==> src/hdl/clpt_pkg.sv <==
// Shared types and constants for the clamped piecewise-linear table block.
// Used by clpt_ctrl, clpt_dp and clamped_piecewise_linear_table; no dependencies.
`default_nettype none

package clpt_pkg;

	localparam int VAL_W   = 32;
	localparam int IN_COLS = 4;
	localparam int FRAC_W  = 16;

	// Status codes of a result item.
	localparam logic [2:0] ST_OK        = 3'd0;
	localparam logic [2:0] ST_BAD_TABLE = 3'd1;
	localparam logic [2:0] ST_BAD_COL   = 3'd2;
	localparam logic [2:0] ST_SHORT     = 3'd3;
	localparam logic [2:0] ST_FULL      = 3'd4;
	localparam logic [2:0] ST_SKIPPED   = 3'd5;

	// Configuration register indexes.
	localparam logic CFG_RESULT_COLUMNS = 1'b0;
	localparam logic CFG_TABLES_IN_USE  = 1'b1;

	typedef struct packed {
		logic              mode;
		logic [2:0]        table_id;
		logic              first_row;
		logic              last_row;
		logic              row_unused;
		logic signed [31:0] key;
		logic [1:0]        column;
		logic signed [31:0] value_0;
		logic signed [31:0] value_1;
		logic signed [31:0] value_2;
		logic signed [31:0] value_3;
	} in_item_t;

	typedef struct packed {
		logic signed [31:0] result_value;
		logic [2:0]         status;
	} out_item_t;

	typedef enum logic [3:0] {
		S_IDLE, S_DEC, S_RD0W, S_RDNW, S_SRCH, S_SRCHW, S_RDLW, S_RDRW,
		S_CHK, S_DIV, S_MUL1, S_MUL2, S_MUL3, S_DONE
	} state_t;

	// Row chosen for a table read.
	typedef enum logic [2:0] {RA_ZERO, RA_LAST, RA_MID, RA_IM1, RA_I} raddr_t;

	// Source of the result that is being formed.
	typedef enum logic [2:0] {RK_LOAD, RK_QERR, RK_RDV, RK_YL, RK_YR, RK_SUM} rkind_t;

	typedef struct packed {
		logic   latch;
		logic   load;
		logic   rd_en;
		raddr_t rd_sel;
		logic   cap_l;
		logic   cap_r;
		logic   srch_init;
		logic   srch_step;
		logic   div_init;
		logic   div_step;
		logic   mul1;
		logic   mul2;
		logic   res_set;
		rkind_t res_kind;
	} dp_cmd_t;

	typedef struct packed {
		logic is_query;
		logic qerr;
		logic x_gt_rd;
		logic x_lt_rd;
		logic srch_done;
		logic l_short;
		logic x_ge_r;
		logic div_last;
	} dp_sts_t;

endpackage

`default_nettype wire

==> src/hdl/clpt_ctrl.sv <==
// Controller state machine of the piecewise-linear table: sequences loads,
// the binary search, division and multiplies. Depends on clpt_pkg.
`default_nettype none

module clpt_ctrl
	import clpt_pkg::*;
(
	input  wire logic    clk,
	input  wire logic    arst_n,
	input  wire logic    in_valid,
	output logic         in_ready,
	input  wire logic    out_free,
	output logic         out_load,
	input  wire dp_sts_t sts,
	output dp_cmd_t      cmd
);

	state_t state_q, state_d;

	// State register.
	always_ff @(posedge clk or negedge arst_n) begin
		if (!arst_n) begin
			state_q <= S_IDLE;
		end else begin
			state_q <= state_d;
		end
	end

	// Next state and datapath commands.
	always_comb begin
		state_d  = state_q;
		cmd      = '0;
		in_ready = 1'b0;
		out_load = 1'b0;
		unique case (state_q)
			S_IDLE: begin
				in_ready = 1'b1;
				if (in_valid) begin
					cmd.latch = 1'b1;
					state_d   = S_DEC;
				end
			end
			S_DEC: begin
				if (!sts.is_query) begin
					cmd.load     = 1'b1;
					cmd.res_set  = 1'b1;
					cmd.res_kind = RK_LOAD;
					state_d      = S_DONE;
				end else if (sts.qerr) begin
					cmd.res_set  = 1'b1;
					cmd.res_kind = RK_QERR;
					state_d      = S_DONE;
				end else begin
					cmd.rd_en  = 1'b1;
					cmd.rd_sel = RA_ZERO;
					state_d    = S_RD0W;
				end
			end
			S_RD0W: begin
				if (!sts.x_gt_rd) begin
					cmd.res_set  = 1'b1;
					cmd.res_kind = RK_RDV;
					state_d      = S_DONE;
				end else begin
					cmd.rd_en  = 1'b1;
					cmd.rd_sel = RA_LAST;
					state_d    = S_RDNW;
				end
			end
			S_RDNW: begin
				if (!sts.x_lt_rd) begin
					cmd.res_set  = 1'b1;
					cmd.res_kind = RK_RDV;
					state_d      = S_DONE;
				end else begin
					cmd.srch_init = 1'b1;
					state_d       = S_SRCH;
				end
			end
			S_SRCH: begin
				cmd.rd_en = 1'b1;
				if (sts.srch_done) begin
					cmd.rd_sel = RA_IM1;
					state_d    = S_RDLW;
				end else begin
					cmd.rd_sel = RA_MID;
					state_d    = S_SRCHW;
				end
			end
			S_SRCHW: begin
				cmd.srch_step = 1'b1;
				state_d       = S_SRCH;
			end
			S_RDLW: begin
				cmd.cap_l  = 1'b1;
				cmd.rd_en  = 1'b1;
				cmd.rd_sel = RA_I;
				state_d    = S_RDRW;
			end
			S_RDRW: begin
				cmd.cap_r = 1'b1;
				state_d   = S_CHK;
			end
			S_CHK: begin
				if (sts.l_short) begin
					cmd.res_set  = 1'b1;
					cmd.res_kind = RK_YL;
					state_d      = S_DONE;
				end else if (sts.x_ge_r) begin
					cmd.res_set  = 1'b1;
					cmd.res_kind = RK_YR;
					state_d      = S_DONE;
				end else begin
					cmd.div_init = 1'b1;
					state_d      = S_DIV;
				end
			end
			S_DIV: begin
				cmd.div_step = 1'b1;
				if (sts.div_last) begin
					state_d = S_MUL1;
				end
			end
			S_MUL1: begin
				cmd.mul1 = 1'b1;
				state_d  = S_MUL2;
			end
			S_MUL2: begin
				cmd.mul2 = 1'b1;
				state_d  = S_MUL3;
			end
			S_MUL3: begin
				cmd.res_set  = 1'b1;
				cmd.res_kind = RK_SUM;
				state_d      = S_DONE;
			end
			S_DONE: begin
				if (out_free) begin
					out_load = 1'b1;
					state_d  = S_IDLE;
				end
			end
			default: begin
				state_d = S_IDLE;
			end
		endcase
	end

endmodule

`default_nettype wire

==> config.mk <==
export PLATFORM = sky130hd
export DESIGN_NAME = clpt_ctrl
export DESIGN_NICKNAME = d
export VERILOG_FILES = /design/src/hdl/clpt_pkg.sv /design/src/hdl/clpt_ctrl.sv
export SDC_FILE = /design/constraint.sdc
export NUM_CORES = 1
export LEC_CHECK = 0
export BUFFER_PORTS_ARGS = -buffer_cell sky130_fd_sc_hd__buf_2
export CAP_MARGIN = 20
export CORE_AREA = 2 2 39 41
export DETAILED_ROUTE_END_ITERATION = 7
export DIE_AREA = 0 0 41 43
export PLACE_DENSITY = 0.83
export SETUP_SLACK_MARGIN = 0.1
export SLEW_MARGIN = 20
export SYNTH_ARGS = -nofsm -noshare
export SYNTH_HDL_FRONTEND = slang
export SYNTH_SLANG_ARGS = --single-unit
==> constraint.sdc <==
create_clock -name clk -period 3.1 [get_ports clk]
set_clock_uncertainty 0.2 [all_clocks]
set_input_delay 0 -clock clk [delete_from_list [all_inputs] [get_ports clk]]
set_output_delay 0 -clock clk [all_outputs]
set_load 0.02 [all_outputs]
# Yosys cells after proc, flatten, opt, wreduce, memory -nomap -nowiden
# Cells that the tools add are included.
# W data, S select, Z words.
# classes
eq_ne	16
n_reduce_logical	2
n_mux	41
# ops
op	count
$mux W4	17
$pmux W4 S14	1
$eq A4 B4 Y1 const B	6
$pmux W4 S5	1
$mux W1	19
$eq A4 B3 Y1 const B	4
$pmux W4 S4	1
$eq A4 B2 Y1 const B	2
$ne A2 B2 Y1 const B	3
$eq A4 B1 Y1 const B	1
$logic_not A4 Y1	1
$mux W3	1
$reduce_and A3 Y1	1
$mux W2	1
# word_totals
register_bits	4
output_inout_bits	20
elab_cells	60

# Depth between registers and ports, before layout
# Gate-level depths: netlist (run 1).
# logic_depth
word_depth	3
mapped_depth	6
mapped_depth_nobuf	4

# Worst setup path after synthesis (run 1)
# OpenSTA, ideal clock, no wires.
# synth_timing
path_kind	register to output
from	register state_q[3]
to	output cmd[7] (netlist bit)
path_buffers	2
required_time_ns	2.900
path_stages_with_launch	5
arrival_ns	1.521
slack_ns	1.379
path_cell_list	dfrtp_1 -> buf_2 -> buf_2 -> nand2_1 -> nor4b_1
# synth_lines
item	line	text
start, declared	clpt_ctrl.sv:18	state_t state_q, state_d;
start signal, assigned	clpt_ctrl.sv:25	state_q <= state_d;
end, declared	clpt_ctrl.sv:15	output dp_cmd_t cmd

# Worst setup path after layout (run 1)
# layout_timing
from	register state_q[0]
to	register state_q[2]
# layout_between
elab_chain_cells	3
# layout_rtl
item	line	text
$eq A4 B4 Y1 / $logic_not A4 Y1 (equally long branches)	clpt_ctrl.sv:35	unique case (state_q)
$ne A2 B2 Y1 (no source line)	--	
$reduce_and A3 Y1 (no source line)	--	
# Parallel ways exist; a longest one is shown, timed or not.
# A chain may end at the register's enable or synchronous reset.

==> results by group, run 1 <==
Logic synthesis
  • Sequential share of the synthesized area: 17.4%
  • Post-synth EDFFs: 0
  • Share of the synthesized area in the top cell type: 17.4%
  • Synth cell types: 36
  • Largest cells by area after synthesis: dfrtp_1 (17%), nor2_1 (9.2%), buf_2 (5.2%), nor3_1 (5.2%), nand2_1 (5.2%)
  • Cell with the most instances after synthesis: nor2_1
  • Synth warn: 0
  • Post-Synthesis Cells: 87
  • Mapped cell area: 574 µm²
  • Post-synth top area cell: dfrtp_1
  • Synth Flop Type: dfrtp_1
  • Asr flop ratio synth: 100%
  • Yosys reg bits: 4
  • Avg Synthesized Cell Area: 6.60 µm²
  • Top cells by count, synth: nor2_1 (14), nand2_1 (8), buf_2 (6), inv_1 (6), nor3_1 (6)
  • Synth Net Count: between 90 and 100

Routing
  • DRC Markers: 0
  • Initial drt markers: 27
  • Post-DR wirelength/cell: 13.2 µm
  • Vias per cell: 5.63
  • Count of TritonRoute iterations in the first routing pass: 4
  • Final ANT Viol Nets: 0
  • Routed vias: roughly 770
  • Detailed Route WL: 1800 µm

Clock tree
  • Clk buf depth: 2
  • Clock-pin slew on the worst setup and hold paths: 0.04 ns
  • Clk sink count: 4
  • Post-CTS Setup Repair Bufs: 0
  • Worst-skew pair later-pin latency: ~0.25 ns
  • CTS root buf: clkbuf_4
  • TritonCTS buffer count: 3
  • Post-cts resize count: 0
  • CTS tree: done
  • Htree depth: 1

Final layout
  • Post-route cell area: 793 µm²
  • Fraction of layout cells with a size suffix above 1: a little under a third
  • Max reg flops: 4
  • Biggest register: state_q
  • Largest regs: state_q: 4 flops
  • Post-layout nets: between 100 and 150
  • Layout area overhead: 38.1%
  • Fillers: 144
  • Diode count: 0

Placed design
  • DP Area: about 700 µm²
  • Routability congestion estimate: 0.854
  • Dpl hpwl: 1320 µm
  • Place WS: about 1.2 ns
  • IO Port Bufs: 31

Power
  • VDD IR-drop max: 0.519 mV
  • Combinational power share: 68.6%
  • Seq pwr share: 22.8%
  • Leakage: 0.000402 µW
  • Net Switching: 455 µW
  • Clock share of power: 8.6%
  • Total power draw: roughly 810 µW
  • Sw Ratio: 56.1%
  • Pwr Density: ~1000 nW/µm²
  • Internal cell power: approximately 360 µW

Floorplan
  • Die Wd: 41 µm
  • # IOs: 32
  • Core area: 1380 µm²
  • Die Ht: roughly 43 µm
  • Row cnt: 14
  • Die area: between 1500 and 2000 µm²
  • Initial Util: approximately two fifths

Worst setup path
  • Crit start category: register
  • Crit. End Element: register
  • Worst setup endpoint: state_q[2]$_DFFE_PN0P_
  • R2R depth: 5
  • Kind of critical path: register to register
  • Required @ worst endpoint: around 3.1 ns
  • FF-to-FF End: state_q[2]$_DFFE_PN0P_
  • Crit path DAT: 2.33 ns
  • Worst-path fanout max: 17
  • Reg2Reg Setup Slack: 0.75 ns
  • Setup crit start: state_q[0]$_DFFE_PN0P_
  • Reg-to-Reg Start: state_q[0]$_DFFE_PN0P_

GRT
  • Met1 Usage GRT: 33.5%
  • Number of global-route vias before repair: 711
  • Largest net degree at the start of global routing: 21
  • GR peak layer: met2
  • GR Layer Usage met2: 40.0%
  • Antenna violations before repair: 0
  • Met3 Use GR: 4.71%
  • GRT overflow: 0
  • Tot GR Track Use: 25.4%
  • First-pass GRT wire length: 3120 µm

Min path
  • Hold crit path type: input port to register
  • Min-delay src: sts[4]

Timing
  • F_max: between 0.4 and 0.5 GHz
  • WHS: 0.0279 ns
  • Crit path time final: about 2.3 ns
  • Final worst setup slack: between 0.7 and 0.8 ns
  • Tcrit/Tclk final: 75.7%
  • Worst-Margin Slew: ~0.54 ns
  • Hold Vio Cnt, Final: 0
  • Worst slew margin: 64.0%
  • Final TNS setup: 0 ns
  • RSZ-0062 raised after global routing: no
  • Max-slew violations: 0
  • Number of setup violations in the final report: 0

Flow run
  • Max-cap violation count: 0

Run status
  • Outcome: completed
[power by group through the flow]
stage | Clock, µW | Sequential (µW) | Combinational (µW)
floorplan | 0 | 87.0 | 498
global placement | 0 | 179 | 500
detailed placement | 0 | 183 | 510
CTS | 68.7 | 182 | 555
global route | 73.8 | 201 | 616
finish | 69.6 | 185 | 556
[final cells by class]
class                      instances  area [µm²]  share of cell area (%)
multi-input combinational         69         403                    50.8
inverter                           6        22.5                    2.84
tap                               16        20.0                    2.52
clock buffer                       3        22.5                    2.84
timing repair buffer              38         225                    28.4
sequential                         4         100                    12.6
[per-stage QoR]
| step | std cells | util, % |
|---|---|---|
| after floorplan | 87 | - |
| after global placement | 126 | 50.6 |
| after detailed placement | 126 | 50.6 |
| after CTS | 136 | 57.3 |
| after global routing | 136 | 57.3 |
| final | 136 | 57.3 |
[critical path, cell delays in order (launching register included)]
cell,delay (ns)
dfrtp_1,0.63
nand2b_1,0.28
o32ai_2,0.36
a31oi_1,0.10
o211ai_1,0.14
dlygate4sd3_1,0.56
[worst min-delay path by stage]
stage | to | slack [ns] | cells past startpoint
6_report | state_q[3]$_DFFE_PN0P_ | 0.03 | 4
5_1_grt | state_q[3]$_DFFE_PN0P_ | 0.10 | 4
3_3_place_gp | state_q[1]$_DFFE_PN0P_ | -0.40 | 1
3_5_place_dp | state_q[1]$_DFFE_PN0P_ | -0.39 | 1
2_1_floorplan | state_q[0]$_DFFE_PN0P_ | -0.50 | 0
4_1_cts | state_q[3]$_DFFE_PN0P_ | 0.03 | 4
[routing by layer]
| metal | wire length [µm] | vias up |
|---|---|---|
| met4 | 14 | 0 |
| met2 | 952 | 34 |
| met5 | 0 | - |
| met1 | 734 | 350 |
| li1 | - | 380 |
| met3 | 97 | 2 |
[cells by family (layout without fill, tap and decap cells)]
logic type | count (synthesis) | count (layout) | synth area share [%]
flip-flops | 4 | 4 | 17.4
XOR/XNOR | 2 | 2 | 3.05
buffers and inverters | 14 | 47 | 12.4
multiplexers | 1 | 1 | 1.74
AO/OA/AOI/OAI | 24 | 24 | 29.2
AND/OR/NAND/NOR | 42 | 42 | 36.2
[cells in the final DEF (no fill, tap or decap), types with 3 or more instances in the layout]
| cell type | n |
|---|---|
| buf_2 | 31 |
| nor2_1 | 14 |
| dlygate4sd3_1 | 7 |
| inv_1 | 6 |
| nor3_1 | 6 |
| dfrtp_1 | 4 |
| a21oi_1 | 5 |
| a31oi_1 | 3 |
| clkbuf_4 | 3 |
| nand2_1 | 8 |
[what timing repair did]
item	CTS	global route
endpoints found under the hold margin	7	0
hold buffers	7	0
setup endpoints to repair	0	0
Power figures use the tool's default switching activity.
==> run 2: changes to the inputs <==
--- a/config.mk
+++ b/config.mk
@@ -7,10 +7,9 @@
 export LEC_CHECK = 0
 export BUFFER_PORTS_ARGS = -buffer_cell sky130_fd_sc_hd__buf_2
 export CAP_MARGIN = 20
-export CORE_AREA = 2 2 39 41
+export CORE_UTILIZATION = 42
 export DETAILED_ROUTE_END_ITERATION = 7
-export DIE_AREA = 0 0 41 43
-export PLACE_DENSITY = 0.83
+export PLACE_DENSITY = 0.81
 export SETUP_SLACK_MARGIN = 0.1
 export SLEW_MARGIN = 20
 export SYNTH_ARGS = -nofsm -noshare
==> constraint.sdc (replaced) <==
create_clock -name clk -period 2.41 [get_ports clk]
set_clock_uncertainty 0.2 [all_clocks]
set_input_delay 0 -clock clk [delete_from_list [all_inputs] [get_ports clk]]
set_output_delay 0 -clock clk [all_outputs]
set_load 0.02 [all_outputs]
==> run 2 against run 1 <==
Against the previous run: clock power is 24% higher; sequential power is 28% higher; largest cell class unchanged; highest routed layer unchanged; critical path type is now register to output pin; core utilization is 9.3 points higher; non-clock buffer count stayed put; worst hold slack worse by 0.0071 ns.
==> results by group, run 2 (synthesis results as in run 1) <==
Run status
  • Outcome: completed

Placed design
  • Routability congestion estimate: 0.948
  • Dpl hpwl: 1220 µm
  • DP Area: between 600 and 700 µm²
  • IO Port Bufs: 31

Clock tree
  • Clock-pin slew on the worst setup and hold paths: 0.04 ns
  • Post-CTS Setup Repair Bufs: 0
  • Htree depth: 1
  • TritonCTS buffer count: 3
  • Clk sink count: 4
  • Worst-skew pair later-pin latency: ~0.24 ns
  • CTS root buf: clkbuf_4
  • Clk buf depth: 2
  • CTS tree: done

Worst setup path
  • Crit. End Element: output pin
  • Crit path DAT: slightly below 2 ns
  • Required @ worst endpoint: 2.21 ns
  • Crit start category: register
  • Worst-path fanout max: 17
  • Kind of critical path: register to output pin

Floorplan
  • Initial Util: 48.4%
  • # IOs: 32
  • Core area: 1190 µm²
  • Die Wd: 39.0 µm
  • Row cnt: 12
  • Die Ht: ~40 µm
  • Die area: 1520 µm²

Power
  • Pwr Density: 1250 nW/µm²
  • Leakage: ~0.0004 µW
  • VDD IR-drop max: 0.915 mV

Final layout
  • Layout area overhead: 37.7%
  • Fraction of layout cells with a size suffix above 1: 30.0%
  • Most frequent cells in the layout: buf_2 (31), nor2_1 (14), nand2_1 (8), dlygate4sd3_1 (7)
  • Post-layout nets: 134
  • Post-route cell area: between 700 and 800 µm²
  • Largest regs: state_q: 4 flops
  • Diode count: 0
  • Commonest non-fill, non-tap cell in the layout: buf_2
  • Biggest register: state_q
  • Max reg flops: 4

Routing
  • DRC Markers: 0
  • Final ANT Viol Nets: 0
  • Vias per cell: approximately 5.8
  • Post-DR wirelength/cell: 12.9 µm
  • Routed vias: 771
  • Initial drt markers: 44
  • Detailed Route WL: 1730 µm
  • Count of TritonRoute iterations in the first routing pass: 5

GRT
  • First-pass GRT wire length: 2790 µm
  • GRT overflow: 0
  • Number of global-route vias before repair: 659
  • Antenna violations before repair: 0
  • Tot GR Track Use: ~27%
  • Largest net degree at the start of global routing: 21

Timing
  • Tcrit/Tclk final: 89.5%
  • Number of setup violations in the final report: 0
  • Worst slew margin: 64.7%
  • Worst-Margin Slew: ~0.53 ns
  • Max-slew violations: 0
  • Hold Vio Cnt, Final: 0
  • F_max: 0.464 GHz
  • Final TNS setup: 0 ns
  • RSZ-0062 raised after global routing: no
  • Crit path time final: 2.16 ns

Flow run
  • Max-cap violation count: 0

Min path
  • Hold crit path type: input port to register
[run 2: worst max-delay path, stage by stage, from the launching register on]
cell and delay, ns:
dfrtp_1 0.65, nand2b_1 0.30, o32ai_2 0.36, a31oi_1 0.09, o31ai_1 0.10, buf_2 0.20
[run 2: timing repair]
item	4_1_cts	5_1_grt
resized for setup	0	0
hold endpoints to repair	7	0
hold buffers	7	0
endpoints found under the setup margin	0	0
[run 2: final cells by class]
type	count	area, µm²
Tap cell	14	17.5
Clock buffer	3	22.5
Multi-Input combinational cell	69	403
Sequential cell	4	100
Timing Repair Buffer	38	225
Fill cell	107	395
Inverter	6	22.5
[run 2: power breakdown]
part | internal, µW | switching, µW
Combinational | 262 | 402
Sequential | 100 | 137
Clock | 55.9 | 30.7
[run 2: final timing paths]
| check | start | end | slack (ns) | depth (start not counted) |
|---|---|---|---|---|
| max in group asynchronous | arst_n | state_q[0]$_DFFE_PN0P_ | 1.39 | 3 |
| min in group asynchronous | arst_n | state_q[2]$_DFFE_PN0P_ | 0.45 | 3 |
| worst max register to register | state_q[0]$_DFFE_PN0P_ | state_q[3]$_DFFE_PN0P_ | 0.57 | 4 |
| worst max-delay path | state_q[0]$_DFFE_PN0P_ | cmd[3] | 0.25 | 5 |
| worst min-delay path | sts[4] | state_q[3]$_DFFE_PN0P_ | 0.02 | 4 |
| worst min register to register | state_q[2]$_DFFE_PN0P_ | state_q[2]$_DFFE_PN0P_ | 0.64 | 2 |
[run 2: routing by layer]
layer  part of all wire, %  global-route usage, %
met4                  0.52                   12.9
met5                     0                      0
met2                    52                   46.7
met1                    40                   31.9
met3                   7.5                   4.05
[run 2: metrics by stage]
stage               worst slack [ns]  power, µW  hold WS (ns)  cells  util (%)
floorplan                      0.689        753        -0.496     87         -
global placement               0.648        873        -0.392    124      58.9
detailed placement             0.549        883        -0.392    124      58.9
CTS                            0.294        979        0.0177    134      66.7
global route                   0.132       1080        0.0708    134      66.7
finish                         0.253        988        0.0208    134      66.7
==> run 3: changes to the inputs <==
==> config.mk (replaced) <==
export PLATFORM = sky130hd
export DESIGN_NAME = clpt_ctrl
export DESIGN_NICKNAME = d
export VERILOG_FILES = /design/src/hdl/clpt_pkg.sv /design/src/hdl/clpt_ctrl.sv
export SDC_FILE = /design/constraint.sdc
export NUM_CORES = 1
export LEC_CHECK = 0
export CAP_MARGIN = 20
export CORE_AREA = 2 2 39 41
export DETAILED_ROUTE_END_ITERATION = 7
export DIE_AREA = 0 0 41 43
export DONT_BUFFER_PORTS = 1
export PLACE_DENSITY = 0.63
export SETUP_SLACK_MARGIN = 0.1
export SYNTH_ARGS = -nofsm -noshare
export SYNTH_HDL_FRONTEND = slang
export SYNTH_SLANG_ARGS = --single-unit
==> run 3 against run 2 <==
Against the previous run: die area is 16% higher; critical endpoint is now state_q[0]$_DFFE_PN0P_; first-iteration DRC count down 66%; largest power group unchanged; critical path depth unchanged; wire length decreased by 1.9%; power fell by 2.7%; cell area shrank 12%; highest routed layer unchanged; clock power decreased by 7.3%; sequential share of layout area is 2.4 points higher; critical path type is now register to register; combinational power shrank 5.1%; final cell count is 17% lower; global-route usage fell by 5.2 points.
==> results by group, run 3 (synthesis results as in run 1) <==
Run status
  • Outcome: completed

Placed design
  • Routability congestion estimate: 0.926
  • Dpl hpwl: around 1100 µm
  • IO Port Bufs: 0
  • Place WS: 0.572 ns

Clock tree
  • Clock-pin slew on the worst setup and hold paths: 0.03 ns
  • CTS tree: done
  • Clk sink count: 4
  • Post-CTS Setup Repair Bufs: 0
  • Worst-skew pair later-pin latency: 0.23 ns
  • CTS root buf: clkbuf_4
  • Clk buf depth: 2
  • TritonCTS buffer count: 3
  • Htree depth: 1

Worst setup path
  • Crit. End Element: register
  • Reg2Reg Setup Slack: 0.25 ns
  • Kind of critical path: register to register
  • Crit start category: register
  • Worst-path fanout max: 17
  • R2R depth: 5
  • FF-to-FF End: state_q[0]$_DFFE_PN0P_
  • Crit path DAT: between 2 and 2.5 ns
  • Worst setup endpoint: state_q[0]$_DFFE_PN0P_
  • Required @ worst endpoint: 2.37 ns
  • Setup crit start: state_q[0]$_DFFE_PN0P_
  • Reg-to-Reg Start: state_q[0]$_DFFE_PN0P_

Timing
  • Crit path time final: between 2 and 2.5 ns
  • RSZ-0062 raised after global routing: no
  • Hold Vio Cnt, Final: 0
  • Worst-Margin Slew: 0.685 ns
  • F_max: between 0.4 and 0.5 GHz
  • Number of setup violations in the final report: 0
  • Final TNS setup: 0 ns
  • Final worst setup slack: 0.253 ns
  • Max-slew violations: 0
  • Tcrit/Tclk final: 89.5%
  • Worst slew margin: 54.0%

Routing
  • Uppermost routed layer: met4
  • Routed vias: between 600 and 700
  • Count of TritonRoute iterations in the first routing pass: 4
  • Met3 WL: 146 µm
  • Post-DR wirelength/cell: 15.3 µm
  • DRC Markers: 0
  • Met2 routed WL: 842 µm
  • Final ANT Viol Nets: 0
  • Vias per cell: roughly 6.2
  • Detailed Route WL: 1700 µm
  • M1 WL: 690 µm
  • Initial drt markers: 15

Min path
  • Hold crit path type: input port to output pin

Power
  • Leakage: 0.000276 µW
  • Pwr Density: between 1000 and 1500 nW/µm²
  • VDD IR-drop max: 1.04 mV

GRT
  • Tot GR Track Use: 21.8%
  • Number of global-route vias before repair: a little under 600
  • Antenna violations before repair: 0
  • Largest net degree at the start of global routing: 21
  • GRT overflow: 0
  • First-pass GRT wire length: 2730 µm

Final layout
  • Biggest register: state_q
  • Fillers: 147
  • Most frequent cells in the layout: nor2_1 (14), dlygate4sd3_1 (10), nand2_1 (8), inv_1 (6), nor3_1 (6)
  • Fraction of layout cells with a size suffix above 1: 12.6%
  • Diode count: 0
  • Largest regs: state_q: 4 flops
  • Layout area overhead: 21.1%
  • Sequential Area: 105 µm²
  • Commonest non-fill, non-tap cell in the layout: nor2_1
  • Post-layout nets: approximately 110
  • Area of the multi-input gates: 403 µm²
  • Util after Layout: 50.3%
  • Max reg flops: 4

Floorplan
  • Die Wd: 41 µm
  • Initial Util: 41.5%
  • Row cnt: 14
  • Die area: 1760 µm²
  • Core area: 1380 µm²
  • # IOs: 32
  • Die Ht: between 40 and 50 µm

Flow run
  • Max-cap violation count: 0
[run 3: cell types whose count changed in the layout (fill, tap and decap cells not counted), sizes merged]
cell | previous run | this run
buf | 31 | 3
dlygate4sd3 | 7 | 10
[run 3: worst max-delay path, cell delays in order (launching register included)]
cell and delay, ns:
dfrtp_2 0.50, or4b_1 0.53, o31ai_1 0.08, a211oi_1 0.10, o21ai_1 0.11, dlygate4sd3_1 0.55
[run 3: per-stage QoR]
| stage | hold WS [ns] | cells | cell area, µm² | power, µW |
|---|---|---|---|---|
| 2_1_floorplan | -0.496 | 87 | 574 | 753 |
| 3_5_place_dp | -0.496 | 98 | 568 | 821 |
| 6_report | 0.0119 | 111 | 696 | 961 |
| 4_1_cts | 0.00961 | 111 | 691 | 946 |
| 3_3_place_gp | -0.496 | 98 | 568 | 815 |
| 5_1_grt | 0.0227 | 111 | 696 | 1050 |
[run 3: area by class of cell]
type,count,area share (%)
clock buffers,3,3.24
inverters,6,3.24
multi-input cells,69,57.9
flip-flops and latches,4,15.1
well taps,16,2.88
repair buffers,13,17.6
[run 3: power by group]
part,leakage [µW],switching (µW),internal [µW]
sequential,0.0000439,143,107
clock,0.0000138,24.8,55.5
combinational,0.000218,388,242
[run 3: repair_timing]
action / 4_1_cts / 5_1_grt
hold buffers: 10 / 0
gates resized for setup: 0 / 4
endpoints found under the hold margin: 13 / 0
setup endpoints to repair: 0 / 2
[run 3: routing by layer]
| layer | track usage [%] | up-vias |
|---|---|---|
| met5 | 0 | - |
| met2 | 32.2 | 46 |
| met3 | 6.81 | 2 |
| li1 | - | 325 |
| met4 | 6.67 | 0 |
| met1 | 29.4 | 312 |
[run 3: worst min path at each step]
stage	depth (start not counted)	slack [ns]	endpoint	from
after floorplan	0	-0.50	state_q[0]$_DFFE_PN0P_	arst_n
after global placement	0	-0.50	state_q[1]$_DFFE_PN0P_	arst_n
after detailed placement	0	-0.50	state_q[1]$_DFFE_PN0P_	arst_n
after CTS	2	0.01	cmd[3]	sts[4]
after global routing	2	0.02	cmd[2]	sts[1]
final	2	0.01	cmd[2]	sts[1]
